[src/hw/rtl/twsc_pkg.sv]
`default_nettype none
// ----------------------------------------------------------------------------
// Two-wheel speed controller package
// Shared widths, constants, datapath commands and register indexes.
// ----------------------------------------------------------------------------
package twsc_pkg;

   localparam int SpeedW  = 24;
   localparam int AdcW    = 12;
   localparam int GainW   = 16;
   localparam int LimitW  = 23;
   localparam int DutyW   = 10;
   localparam int CsrAddrW = 3;
   localparam int CsrDataW = 23;
   localparam int ReqDataW = 120;
   localparam int RspDataW = 24;

   localparam logic [DutyW-1:0] DUTY_MAX = 10'd1023;

   localparam logic signed [GainW-1:0]  INTEGRAL_GAIN_RST = -16'sd6476;
   localparam logic signed [GainW-1:0]  SPEED_GAIN_RST    = 16'sd1819;
   localparam logic signed [GainW-1:0]  CURRENT_GAIN_RST  = 16'sd271;
   localparam logic [LimitW-1:0]        INTEGRAL_LIMIT_RST = 23'd65536;
   localparam logic [AdcW-1:0]          ZERO_CURRENT_RST  = 12'd0;

   localparam logic signed [32:0] INT32_MAX_33 = 33'sd2147483647;
   localparam logic signed [32:0] INT32_MIN_33 = -33'sd2147483648;

   typedef enum logic [CsrAddrW-1:0] {
      CSR_INTEGRAL_GAIN  = 3'd0,
      CSR_SPEED_GAIN     = 3'd1,
      CSR_CURRENT_GAIN   = 3'd2,
      CSR_INTEGRAL_LIMIT = 3'd3,
      CSR_ZERO_CURRENT   = 3'd4
   } csr_index_type;

   typedef enum logic [3:0] {
      OP_NONE  = 4'd0,
      OP_LOAD  = 4'd1,
      OP_ERR   = 4'd2,
      OP_SCALE = 4'd3,
      OP_INTEG = 4'd4,
      OP_CLAMP = 4'd5,
      OP_MUL_I = 4'd6,
      OP_MUL_S = 4'd7,
      OP_MUL_C = 4'd8,
      OP_ACC   = 4'd9,
      OP_FINAL = 4'd10,
      OP_DUTY  = 4'd11,
      OP_OUT   = 4'd12
   } op_type;

   typedef struct packed {
      op_type op;
      logic   wheel;
   } cmd_type;

endpackage
`default_nettype wire

[src/hw/rtl/twsc_ctrl.sv]
`default_nettype none
// ----------------------------------------------------------------------------
// Two-wheel speed controller sequencer
// Steps both wheels through the datapath and runs the word handshakes.
// ----------------------------------------------------------------------------
module twsc_ctrl (
   input  wire logic              clock,
   input  wire logic              reset,
   input  wire logic              req_tvalid,
   output logic                   req_tready,
   output logic                   rsp_tvalid,
   input  wire logic              rsp_tready,
   output twsc_pkg::cmd_type      cmd
);

   typedef enum logic [11:0] {
      S_IDLE  = 12'b000000000001,
      S_ERR   = 12'b000000000010,
      S_SCALE = 12'b000000000100,
      S_INTEG = 12'b000000001000,
      S_CLAMP = 12'b000000010000,
      S_MUL_I = 12'b000000100000,
      S_MUL_S = 12'b000001000000,
      S_MUL_C = 12'b000010000000,
      S_ACC   = 12'b000100000000,
      S_FINAL = 12'b001000000000,
      S_DUTY  = 12'b010000000000,
      S_DONE  = 12'b100000000000
   } state_type;

   state_type state_ff, state_in;
   logic      wheel_ff, wheel_in;
   logic      rsp_valid_ff, rsp_valid_in;
   twsc_pkg::op_type op;

   always_comb begin
      state_in = state_ff;
      wheel_in = wheel_ff;
      op       = twsc_pkg::OP_NONE;
      unique case (state_ff)
         S_IDLE: begin
            if (req_tvalid) begin
               op       = twsc_pkg::OP_LOAD;
               wheel_in = 1'b0;
               state_in = S_ERR;
            end
         end
         S_ERR: begin
            op       = twsc_pkg::OP_ERR;
            state_in = S_SCALE;
         end
         S_SCALE: begin
            op       = twsc_pkg::OP_SCALE;
            state_in = S_INTEG;
         end
         S_INTEG: begin
            op       = twsc_pkg::OP_INTEG;
            state_in = S_CLAMP;
         end
         S_CLAMP: begin
            op       = twsc_pkg::OP_CLAMP;
            state_in = S_MUL_I;
         end
         S_MUL_I: begin
            op       = twsc_pkg::OP_MUL_I;
            state_in = S_MUL_S;
         end
         S_MUL_S: begin
            op       = twsc_pkg::OP_MUL_S;
            state_in = S_MUL_C;
         end
         S_MUL_C: begin
            op       = twsc_pkg::OP_MUL_C;
            state_in = S_ACC;
         end
         S_ACC: begin
            op       = twsc_pkg::OP_ACC;
            state_in = S_FINAL;
         end
         S_FINAL: begin
            op       = twsc_pkg::OP_FINAL;
            state_in = S_DUTY;
         end
         S_DUTY: begin
            op = twsc_pkg::OP_DUTY;
            if (wheel_ff) begin
               state_in = S_DONE;
            end else begin
               wheel_in = 1'b1;
               state_in = S_ERR;
            end
         end
         S_DONE: begin
            if (!rsp_valid_ff || rsp_tready) begin
               op       = twsc_pkg::OP_OUT;
               state_in = S_IDLE;
            end
         end
         default: begin
            state_in = S_IDLE;
         end
      endcase
   end

   always_comb begin
      if (op == twsc_pkg::OP_OUT) begin
         rsp_valid_in = 1'b1;
      end else if (rsp_tready) begin
         rsp_valid_in = 1'b0;
      end else begin
         rsp_valid_in = rsp_valid_ff;
      end
   end

   always_ff @(posedge clock) begin
      if (reset) begin
         state_ff     <= S_IDLE;
         wheel_ff     <= 1'b0;
         rsp_valid_ff <= 1'b0;
      end else begin
         state_ff     <= state_in;
         wheel_ff     <= wheel_in;
         rsp_valid_ff <= rsp_valid_in;
      end
   end

   assign req_tready = (state_ff == S_IDLE);
   assign rsp_tvalid = rsp_valid_ff;
   assign cmd        = '{op: op, wheel: wheel_ff};

endmodule
`default_nettype wire

[src/hw/rtl/twsc_datapath.sv]
`default_nettype none
// ----------------------------------------------------------------------------
// Two-wheel speed controller datapath
// Per-wheel integrator, anti-windup clamp, shared gain multiplier and duty
// shaping, plus the configuration registers and the result register.
// ----------------------------------------------------------------------------
module twsc_datapath (
   input  wire logic                                 clock,
   input  wire logic                                 reset,
   input  wire twsc_pkg::cmd_type                    cmd,
   input  wire logic [twsc_pkg::ReqDataW-1:0]        req_tdata,
   output logic [twsc_pkg::RspDataW-1:0]             rsp_tdata,
   input  wire logic                                 csr_we,
   input  wire logic [twsc_pkg::CsrAddrW-1:0]        csr_addr,
   input  wire logic [twsc_pkg::CsrDataW-1:0]        csr_wdata
);

   // Configuration registers.
   logic signed [15:0] ki_ff, ks_ff, kc_ff;
   logic [22:0]        limit_ff;
   logic [11:0]        offset_ff;

   // Latched input word and per-wheel state.
   logic [119:0]       word_ff;
   logic signed [31:0] integ_ff [2];
   logic signed [31:0] exc_ff [2];

   // Working registers.
   logic               zero_ff;
   logic signed [36:0] err_ff;
   logic signed [17:0] cur_ff;
   logic signed [29:0] t_ff;
   logic signed [31:0] x_ff;
   logic signed [23:0] xc_ff;
   logic signed [39:0] prod_ff;
   logic signed [31:0] acc_ff;
   logic signed [26:0] v_ff;
   logic [9:0]         duty_ff [2];
   logic               rev_ff [2];
   logic [23:0]        rsp_ff;

   logic signed [23:0] ref_sel, meas_sel;
   logic [11:0]        adc_sel;
   logic signed [31:0] integ_sel, exc_sel;
   logic signed [24:0] diff;
   logic signed [35:0] exc36, ten_exc;
   logic signed [36:0] err_w;
   logic signed [12:0] adc_diff;
   logic signed [17:0] cur_w;
   logic signed [44:0] e45, p210;
   logic signed [29:0] t_w;
   logic signed [37:0] xs;
   logic signed [32:0] xq, x33, lim33;
   logic signed [31:0] x_w;
   logic signed [23:0] xc_w;
   logic signed [31:0] ex_w;
   logic signed [15:0] gain_sel;
   logic signed [23:0] opnd_sel;
   logic signed [39:0] prod_w;
   logic signed [28:0] pterm;
   logic signed [38:0] a39, p73;
   logic signed [26:0] v_w, mag;
   logic [9:0]         duty_w;

   always_comb begin
      if (cmd.wheel) begin
         ref_sel  = $signed(word_ff[47:24]);
         meas_sel = $signed(word_ff[95:72]);
         adc_sel  = word_ff[119:108];
      end else begin
         ref_sel  = $signed(word_ff[23:0]);
         meas_sel = $signed(word_ff[71:48]);
         adc_sel  = word_ff[107:96];
      end
   end

   assign integ_sel = integ_ff[cmd.wheel];
   assign exc_sel   = exc_ff[cmd.wheel];

   // Speed error less ten times the windup excess, and the motor current.
   assign diff     = 25'(ref_sel) - 25'(meas_sel);
   assign exc36    = 36'(exc_sel);
   assign ten_exc  = (exc36 <<< 3) + (exc36 <<< 1);
   assign err_w    = 37'(diff) - 37'(ten_exc);
   assign adc_diff = $signed({1'b0, adc_sel}) - $signed({1'b0, offset_ff});
   assign cur_w    = (18'(adc_diff) <<< 4) + 18'(adc_diff);

   // Integrator input: 210 * err, arithmetic shift right by 15.
   assign e45  = 45'(err_ff);
   assign p210 = (e45 <<< 8) - (e45 <<< 5) - (e45 <<< 4) + (e45 <<< 1);
   assign t_w  = 30'(p210 >>> 15);

   // Backward Euler update with saturation to 32 bits.
   assign xs = (38'(integ_sel) <<< 5) + 38'(t_ff);
   assign xq = 33'(xs >>> 5);
   always_comb begin
      if (zero_ff) begin
         x_w = 32'sd0;
      end else if (xq > twsc_pkg::INT32_MAX_33) begin
         x_w = 32'(twsc_pkg::INT32_MAX_33);
      end else if (xq < twsc_pkg::INT32_MIN_33) begin
         x_w = 32'(twsc_pkg::INT32_MIN_33);
      end else begin
         x_w = 32'(xq);
      end
   end

   // Symmetric clamp; the part beyond the limit is the excess.
   assign x33   = 33'(x_ff);
   assign lim33 = $signed({10'd0, limit_ff});
   always_comb begin
      if (x33 >= lim33) begin
         xc_w = 24'(lim33);
         ex_w = 32'(x33 - lim33);
      end else if (x33 <= -lim33) begin
         xc_w = 24'(-lim33);
         ex_w = 32'(x33 + lim33);
      end else begin
         xc_w = 24'(x33);
         ex_w = 32'sd0;
      end
   end

   // Shared gain multiplier.
   always_comb begin
      case (cmd.op)
         twsc_pkg::OP_MUL_S: begin
            gain_sel = ks_ff;
            opnd_sel = meas_sel;
         end
         twsc_pkg::OP_MUL_C: begin
            gain_sel = kc_ff;
            opnd_sel = 24'(cur_ff);
         end
         default: begin
            gain_sel = ki_ff;
            opnd_sel = xc_ff;
         end
      endcase
   end
   assign prod_w = 40'(gain_sel) * 40'(opnd_sel);
   assign pterm  = 29'(prod_ff >>> 11);

   // Output scaling by 73 >> 12, then direction and saturated magnitude.
   assign a39 = 39'(acc_ff);
   assign p73 = (a39 <<< 6) + (a39 <<< 3) + a39;
   assign v_w = 27'(p73 >>> 12);
   assign mag = v_ff[26] ? -v_ff : v_ff;
   assign duty_w = (mag > 27'(twsc_pkg::DUTY_MAX)) ? twsc_pkg::DUTY_MAX : mag[9:0];

   always_ff @(posedge clock) begin
      if (reset) begin
         ki_ff       <= twsc_pkg::INTEGRAL_GAIN_RST;
         ks_ff       <= twsc_pkg::SPEED_GAIN_RST;
         kc_ff       <= twsc_pkg::CURRENT_GAIN_RST;
         limit_ff    <= twsc_pkg::INTEGRAL_LIMIT_RST;
         offset_ff   <= twsc_pkg::ZERO_CURRENT_RST;
         integ_ff[0] <= 32'sd0;
         integ_ff[1] <= 32'sd0;
         exc_ff[0]   <= 32'sd0;
         exc_ff[1]   <= 32'sd0;
      end else begin
         if (csr_we) begin
            unique case (csr_addr)
               twsc_pkg::CSR_INTEGRAL_GAIN:  ki_ff     <= $signed(csr_wdata[15:0]);
               twsc_pkg::CSR_SPEED_GAIN:     ks_ff     <= $signed(csr_wdata[15:0]);
               twsc_pkg::CSR_CURRENT_GAIN:   kc_ff     <= $signed(csr_wdata[15:0]);
               twsc_pkg::CSR_INTEGRAL_LIMIT: limit_ff  <= csr_wdata;
               twsc_pkg::CSR_ZERO_CURRENT:   offset_ff <= csr_wdata[11:0];
               default: begin
               end
            endcase
         end
         if (cmd.op == twsc_pkg::OP_INTEG) begin
            integ_ff[cmd.wheel] <= x_w;
         end
         if (cmd.op == twsc_pkg::OP_CLAMP) begin
            exc_ff[cmd.wheel] <= ex_w;
         end
      end
   end

   always_ff @(posedge clock) begin
      case (cmd.op)
         twsc_pkg::OP_LOAD: begin
            word_ff <= req_tdata;
         end
         twsc_pkg::OP_ERR: begin
            err_ff  <= err_w;
            cur_ff  <= cur_w;
            zero_ff <= (ref_sel == 24'sd0);
         end
         twsc_pkg::OP_SCALE: begin
            t_ff <= t_w;
         end
         twsc_pkg::OP_INTEG: begin
            x_ff <= x_w;
         end
         twsc_pkg::OP_CLAMP: begin
            xc_ff <= xc_w;
         end
         twsc_pkg::OP_MUL_I: begin
            prod_ff <= prod_w;
         end
         twsc_pkg::OP_MUL_S: begin
            acc_ff  <= -32'(pterm);
            prod_ff <= prod_w;
         end
         twsc_pkg::OP_MUL_C: begin
            acc_ff  <= acc_ff - 32'(pterm);
            prod_ff <= prod_w;
         end
         twsc_pkg::OP_ACC: begin
            acc_ff <= acc_ff - 32'(pterm);
         end
         twsc_pkg::OP_FINAL: begin
            v_ff <= zero_ff ? 27'sd0 : v_w;
         end
         twsc_pkg::OP_DUTY: begin
            duty_ff[cmd.wheel] <= duty_w;
            rev_ff[cmd.wheel]  <= v_ff[26];
         end
         twsc_pkg::OP_OUT: begin
            rsp_ff <= {2'b00, rev_ff[1], duty_ff[1], rev_ff[0], duty_ff[0]};
         end
         default: begin
         end
      endcase
   end

   assign rsp_tdata = rsp_ff;

endmodule
`default_nettype wire

[src/hw/rtl/two_wheel_state_feedback_speed_ctrl_top.sv]
`default_nettype none
// ----------------------------------------------------------------------------
// Two-wheel state-feedback speed controller
// Integral state feedback with anti-windup for a left and a right wheel.
// ----------------------------------------------------------------------------
// One input word is one control tick for both wheels. The block takes a word
// when idle and returns one result word; it takes no new word before it is
// through with the last one. The sequencer runs each wheel through ten steps
// of one datapath (error, integrator scaling, integrator update, clamp, three
// passes of the shared 16x24 gain multiplier with accumulation, output
// scaling and duty shaping), plus one load and one output step. A finished
// result waits in the output register while the next word is accepted; the
// next output step waits until it is taken. Configuration writes are taken
// in any cycle and should only be issued while the block is idle.
// ----------------------------------------------------------------------------
module two_wheel_state_feedback_speed_ctrl_top (
   input  wire logic                             clock,
   input  wire logic                             reset,
   input  wire logic                             req_tvalid,
   output logic                                  req_tready,
   // ref_right[23:0], ref_left[47:24], meas_right[71:48], meas_left[95:72],
   // adc_right[107:96], adc_left[119:108]
   input  wire logic [twsc_pkg::ReqDataW-1:0]    req_tdata,
   output logic                                  rsp_tvalid,
   input  wire logic                             rsp_tready,
   // duty_right[9:0], reverse_right[10], duty_left[20:11], reverse_left[21],
   // zero fill [23:22]
   output logic [twsc_pkg::RspDataW-1:0]         rsp_tdata,
   input  wire logic                             csr_we,
   input  wire logic [twsc_pkg::CsrAddrW-1:0]    csr_addr,
   input  wire logic [twsc_pkg::CsrDataW-1:0]    csr_wdata
);

   twsc_pkg::cmd_type cmd;

   twsc_ctrl u_ctrl (
      .clock      (clock),
      .reset      (reset),
      .req_tvalid (req_tvalid),
      .req_tready (req_tready),
      .rsp_tvalid (rsp_tvalid),
      .rsp_tready (rsp_tready),
      .cmd        (cmd)
   );

   twsc_datapath u_datapath (
      .clock     (clock),
      .reset     (reset),
      .cmd       (cmd),
      .req_tdata (req_tdata),
      .rsp_tdata (rsp_tdata),
      .csr_we    (csr_we),
      .csr_addr  (csr_addr),
      .csr_wdata (csr_wdata)
   );

   a_start: assert property (@(posedge clock) disable iff (reset)
      req_tvalid && req_tready |=> cmd.op == twsc_pkg::OP_ERR && !cmd.wheel)
      else $error("sequencer did not start after an accepted word");

   a_idle: assert property (@(posedge clock) disable iff (reset)
      req_tready |-> cmd.op == twsc_pkg::OP_NONE || cmd.op == twsc_pkg::OP_LOAD)
      else $error("datapath busy while input is ready");

   a_out_free: assert property (@(posedge clock) disable iff (reset)
      cmd.op == twsc_pkg::OP_OUT |-> !rsp_tvalid || rsp_tready)
      else $error("result register overwritten while held");

   a_rev_right: assert property (@(posedge clock) disable iff (reset)
      rsp_tvalid && rsp_tdata[10] |-> rsp_tdata[9:0] != 10'd0)
      else $error("right wheel reversed with zero duty");

   a_rev_left: assert property (@(posedge clock) disable iff (reset)
      rsp_tvalid && rsp_tdata[21] |-> rsp_tdata[20:11] != 10'd0)
      else $error("left wheel reversed with zero duty");

endmodule
`default_nettype wire

[config.mk]
export PLATFORM = sky130hd
export DESIGN_NAME = two_wheel_state_feedback_speed_ctrl_top
export DESIGN_NICKNAME = d
export VERILOG_FILES = /design/src/hw/rtl/twsc_pkg.sv /design/src/hw/rtl/twsc_ctrl.sv /design/src/hw/rtl/twsc_datapath.sv /design/src/hw/rtl/two_wheel_state_feedback_speed_ctrl_top.sv
export SDC_FILE = /design/constraint.sdc
export NUM_CORES = 2
export LEC_CHECK = 0
export BUFFER_PORTS_ARGS = -buffer_cell sky130_fd_sc_hd__buf_2
export CAP_MARGIN = 20
export CORE_MARGIN = 3
export CORE_UTILIZATION = 55
export DETAILED_ROUTE_END_ITERATION = 10
export PLACE_DENSITY = 0.72
export SLEW_MARGIN = 40
export SYNTH_ARGS = -nofsm -noshare
export SYNTH_HDL_FRONTEND = slang
export SYNTH_SLANG_ARGS = --single-unit
[constraint.sdc]
create_clock -name clock -period 10.3 [get_ports clock]
set_input_delay 0 -clock clock [delete_from_list [all_inputs] [get_ports clock]]
set_output_delay 0 -clock clock [all_outputs]
set_load 0.1 [all_outputs]
==> impl_metrics.json <==
{
  "first_iter_violations": 4154,
  "resized_after_cts": 0,
  "hold_viol": 0,
  "max_clock_freq_mhz": 107,
  "worstSetupStartpointType": "flop",
  "synth_top_cell_by_area": "edfxtp_1",
  "clkSlewWorstSetupHoldPaths_ns": 0.06,
  "flops_latches_synth": 615,
  "layout_common_cells": "inv_1 (723), nand2_1 (584), fa_1 (543), edfxtp_1 (517), nor2_1 (508)",
  "areal_power_density_over_the_cells_mw_per_mm2": 169,
  "synth_flop_cell": "edfxtp_1",
  "setup_slack_ns": 0.913,
  "worst_clock_skew_ns": 0.0294,
  "ff2ff_setup_slack_ns": 0.91,
  "grt_busiest_layer": "met2",
  "root_buffer": "clkbuf_16",
  "drive_gt1_share_pct": 8.97,
  "cts_tree": "built",
  "ff2ff_path_depth": 28,
  "period_needed_ns": 9.39,
  "grt_setup_unrepaired": "false",
  "worst_pin_slew_ns": 0.910,
  "yosysTopAreaCellShare_pct": 28.4,
  "cts_made_buffers": 72,
  "std_cell_rows": 114,
  "maxcap_violations": 0,
  "timing_worst_setup_path_type": "flop to flop",
  "cp_slowest_stage_delay_ns": 0.69,
  "postSynthAreaPerCell_sq_um": 9.86,
  "worstHoldPathType": "primary input to flop",
  "ys_top_cells_by_area": "edfxtp_1 (28%), fa_1 (20%), ha_1 (8.8%)",
  "detailedPlacementHpwl_mm": 120,
  "initial_utilization_pct": 56.0,
  "die-height_um": 321,
  "crit_arrival_ns": 9.78,
  "yosys_warnings": 0,
  "synth-edff-count": 517,
  "die_w_um": 321,
  "drt_pass1_iterations": 7,
  "async_flop_share_pct": 0,
  "whs_path_depth": 4,
  "route.antenna.remaining_nets": 0,
  "ir_worst_vdd_v": 0.000137,
  "dieArea_sq_mm": 0.103,
  "timing.critical_path.to_type": "flop",
  "numClockSinks": 615,
  "port_buffers": 174,
  "timing.critical_path.to": "u_datapath.prod_ff[34]",
  "path_common_cell": "fa_1",
  "grt_overflow_total": 0,
  "startpoint": "u_ctrl.state_ff[3]",
  "reg2reg_to": "u_datapath.prod_ff[34]",
  "netlist-cell-type-count": 94,
  "layout.cells.most_common": "inv_1",
  "grt_first_pass_wirelength_mm": 240,
  "cts_buffer_depth": 3,
  "finalHoldWorstSlack_ns": 0.0519,
  "leakage_nw": 25.7,
  "antenna_found_initial": 4,
  "reg2reg_from": "u_ctrl.state_ff[3]",
  "synth-seq-area-share_pct": 32.0,
  "remaining_drc_errors": 0,
  "largest_net_degree_at_the_start_of_global_routing": 91,
  "timing_max_transition_violations_final": 0,
  "syn_area_sq_mm": 0.0546,
  "critPathMaxFanout": 35,
  "grt_pass1_vias": 42300,
  "pin_count": 177,
  "syn-instance-count": 5537,
  "gr-usage-met2_pct": 48.8,
  "gp_routability_congestion": 0.969,
  "globalRouteMet3Util_pct": 6.08,
  "areaGrowthSynthToFinish_pct": 11.6,
  "tns_ns": 0,
  "detailedPlace.worstSlack_ns": 1.01,
  "wl_per_cell_um": 21.8,
  "grtUsageMet1_pct": 40.4,
  "crit_path_top_delay_cell": "or4_1",
  "design.core.area_sq_mm": 0.0976,
  "status": "completed",
  "grt_util_all_layers_pct": 30.1,
  "max_slew_margin_pct": 39.2,
  "vias_per_cell": 5.94,
  "min_period_over_period_pct": 91.1,
  "worstSkewPairLatency_ns": 0.66,
  "timing.final.setup_violations": 0,
  "worstPathRequired_ns": 10.69,
  "ctsHtreeMaxLevel": 3,
  "dr_total_vias": 42400,
  "final_nets": 6873,
  "drt-total-wl_mm": 156
}
## cell type report
cell class	instances	area [sq um]
timing repair buffer	391	2910
fill	7881	36600
multi-input combinational	3987	33800
inverter	726	2730
clock inverter	37	447
tap	1276	1600
antenna	2	5.00
clock buffer	94	1960
sequential	615	17500
## synth_stat cells, types with 32 or more instances
cell type and n:
inv_1 726, nand2_1 588, fa_1 543, edfxtp_1 517
nor2_1 511, ha_1 386, a21oi_1 345, clkbuf_1 188
o21ai_0 177, xnor2_1 169, dfxtp_1 98, a21o_1 93
mux2_2 85, nor3_1 85, nand3_1 74, nand2b_1 66
xor2_1 65, mux2i_1 53, nor2b_1 49, a221oi_1 47
o31ai_1 39, a31oi_1 38, nand4_1 37, o21a_1 36
and2_1 33, and3_1 32, nand3b_1 32, o21bai_1 32
## cells by family (layout without fill, tap and decap cells)
| kind of cell | Yosys count | in the layout | synth area share, % |
|---|---|---|---|
| adder cells (fa/ha/maj) | 929 | 929 | 28.7 |
| multiplexers | 138 | 138 | 2.72 |
| buffers and inverters | 936 | 1248 | 6.48 |
| AND/OR/NAND/NOR | 1633 | 1633 | 13.6 |
| other | 1 | 4 | 0.00687 |
| flip-flops | 615 | 615 | 32.0 |
| AO/OA/AOI/OAI | 1051 | 1051 | 12.6 |
| XOR/XNOR | 234 | 234 | 3.75 |
## per-stage QoR
step / util (%) / instances / instance area, sq um / total power [mW]
after floorplan: - / 5538 / 54600 / 6.50
after global placement: 58.3 / 6840 / 56900 / 7.52
after detailed placement: 58.4 / 6841 / 57000 / 7.62
after CTS: 62.4 / 7122 / 60900 / 10.3
after global routing: 62.5 / 7126 / 61000 / 11.0
final: 62.5 / 7128 / 61000 / 10.3
## what timing repair did
| item | in CTS | in global routing |
|---|---|---|
| hold buffers | 150 | 0 |
| endpoints found under the hold margin | 214 | 0 |
| setup buffers | 0 | 0 |
## report_power, final
group,switching [mW],leakage (nW),total [mW],internal (mW)
Clock,1.07,1.16,2.60,1.53
Sequential,0.0693,5.65,3.13,3.06
Combinational,2.69,18.9,4.55,1.86
Total,3.83,25.7,10.3,6.44
## worst min-delay path by stage
stage	startpoint	endpoint
after CTS	req_tdata[92]	u_datapath.word_ff[92]
final	csr_addr[1]	u_datapath.limit_ff[7]
after detailed placement	req_tdata[93]	u_datapath.word_ff[93]
after floorplan	req_tdata[0]	u_datapath.word_ff[0]
after global routing	req_tdata[93]	u_datapath.word_ff[93]
after global placement	req_tdata[102]	u_datapath.word_ff[102]
## per-layer routing
layer / vias up / share of wire, %
li1: 19400 / -
met1: 20800 / 41
met2: 1790 / 46
met3: 343 / 9.0
met4: 4 / 4.2
met5: - / 0.017
## sequential cells by signal (all words and copies together), names as in the netlist, 12 cells and up, named ones only
register / flops
u_datapath.exc_ff: 64
u_datapath.x_ff: 32
u_datapath.cur_ff: 18
u_datapath.t_ff: 25
u_datapath.prod_ff: 29
u_datapath.err_ff: 37
u_datapath.offset_ff: 12
u_ctrl.state_ff: 12
rsp_tdata: 22
u_datapath.word_ff: 120
u_datapath.ki_ff: 16
u_datapath.ks_ff: 16
u_datapath.duty_ff: 20
u_datapath.kc_ff: 16
u_datapath.v_ff: 27
u_datapath.limit_ff: 23
u_datapath.xc_ff: 24
u_datapath.integ_ff: 64
u_datapath.acc_ff: 32
## worst max-delay path: cells and delay by family, from the launching register on
family	cells	cell delay, ns
simple gates	5	1.78
xor+xnor	1	0.07
flops	1	0.34
fa+ha+maj	7	3.59
compound gates	11	2.50
buf+inv	4	0.83
Note: power is estimated with default switching activity, not from simulation.
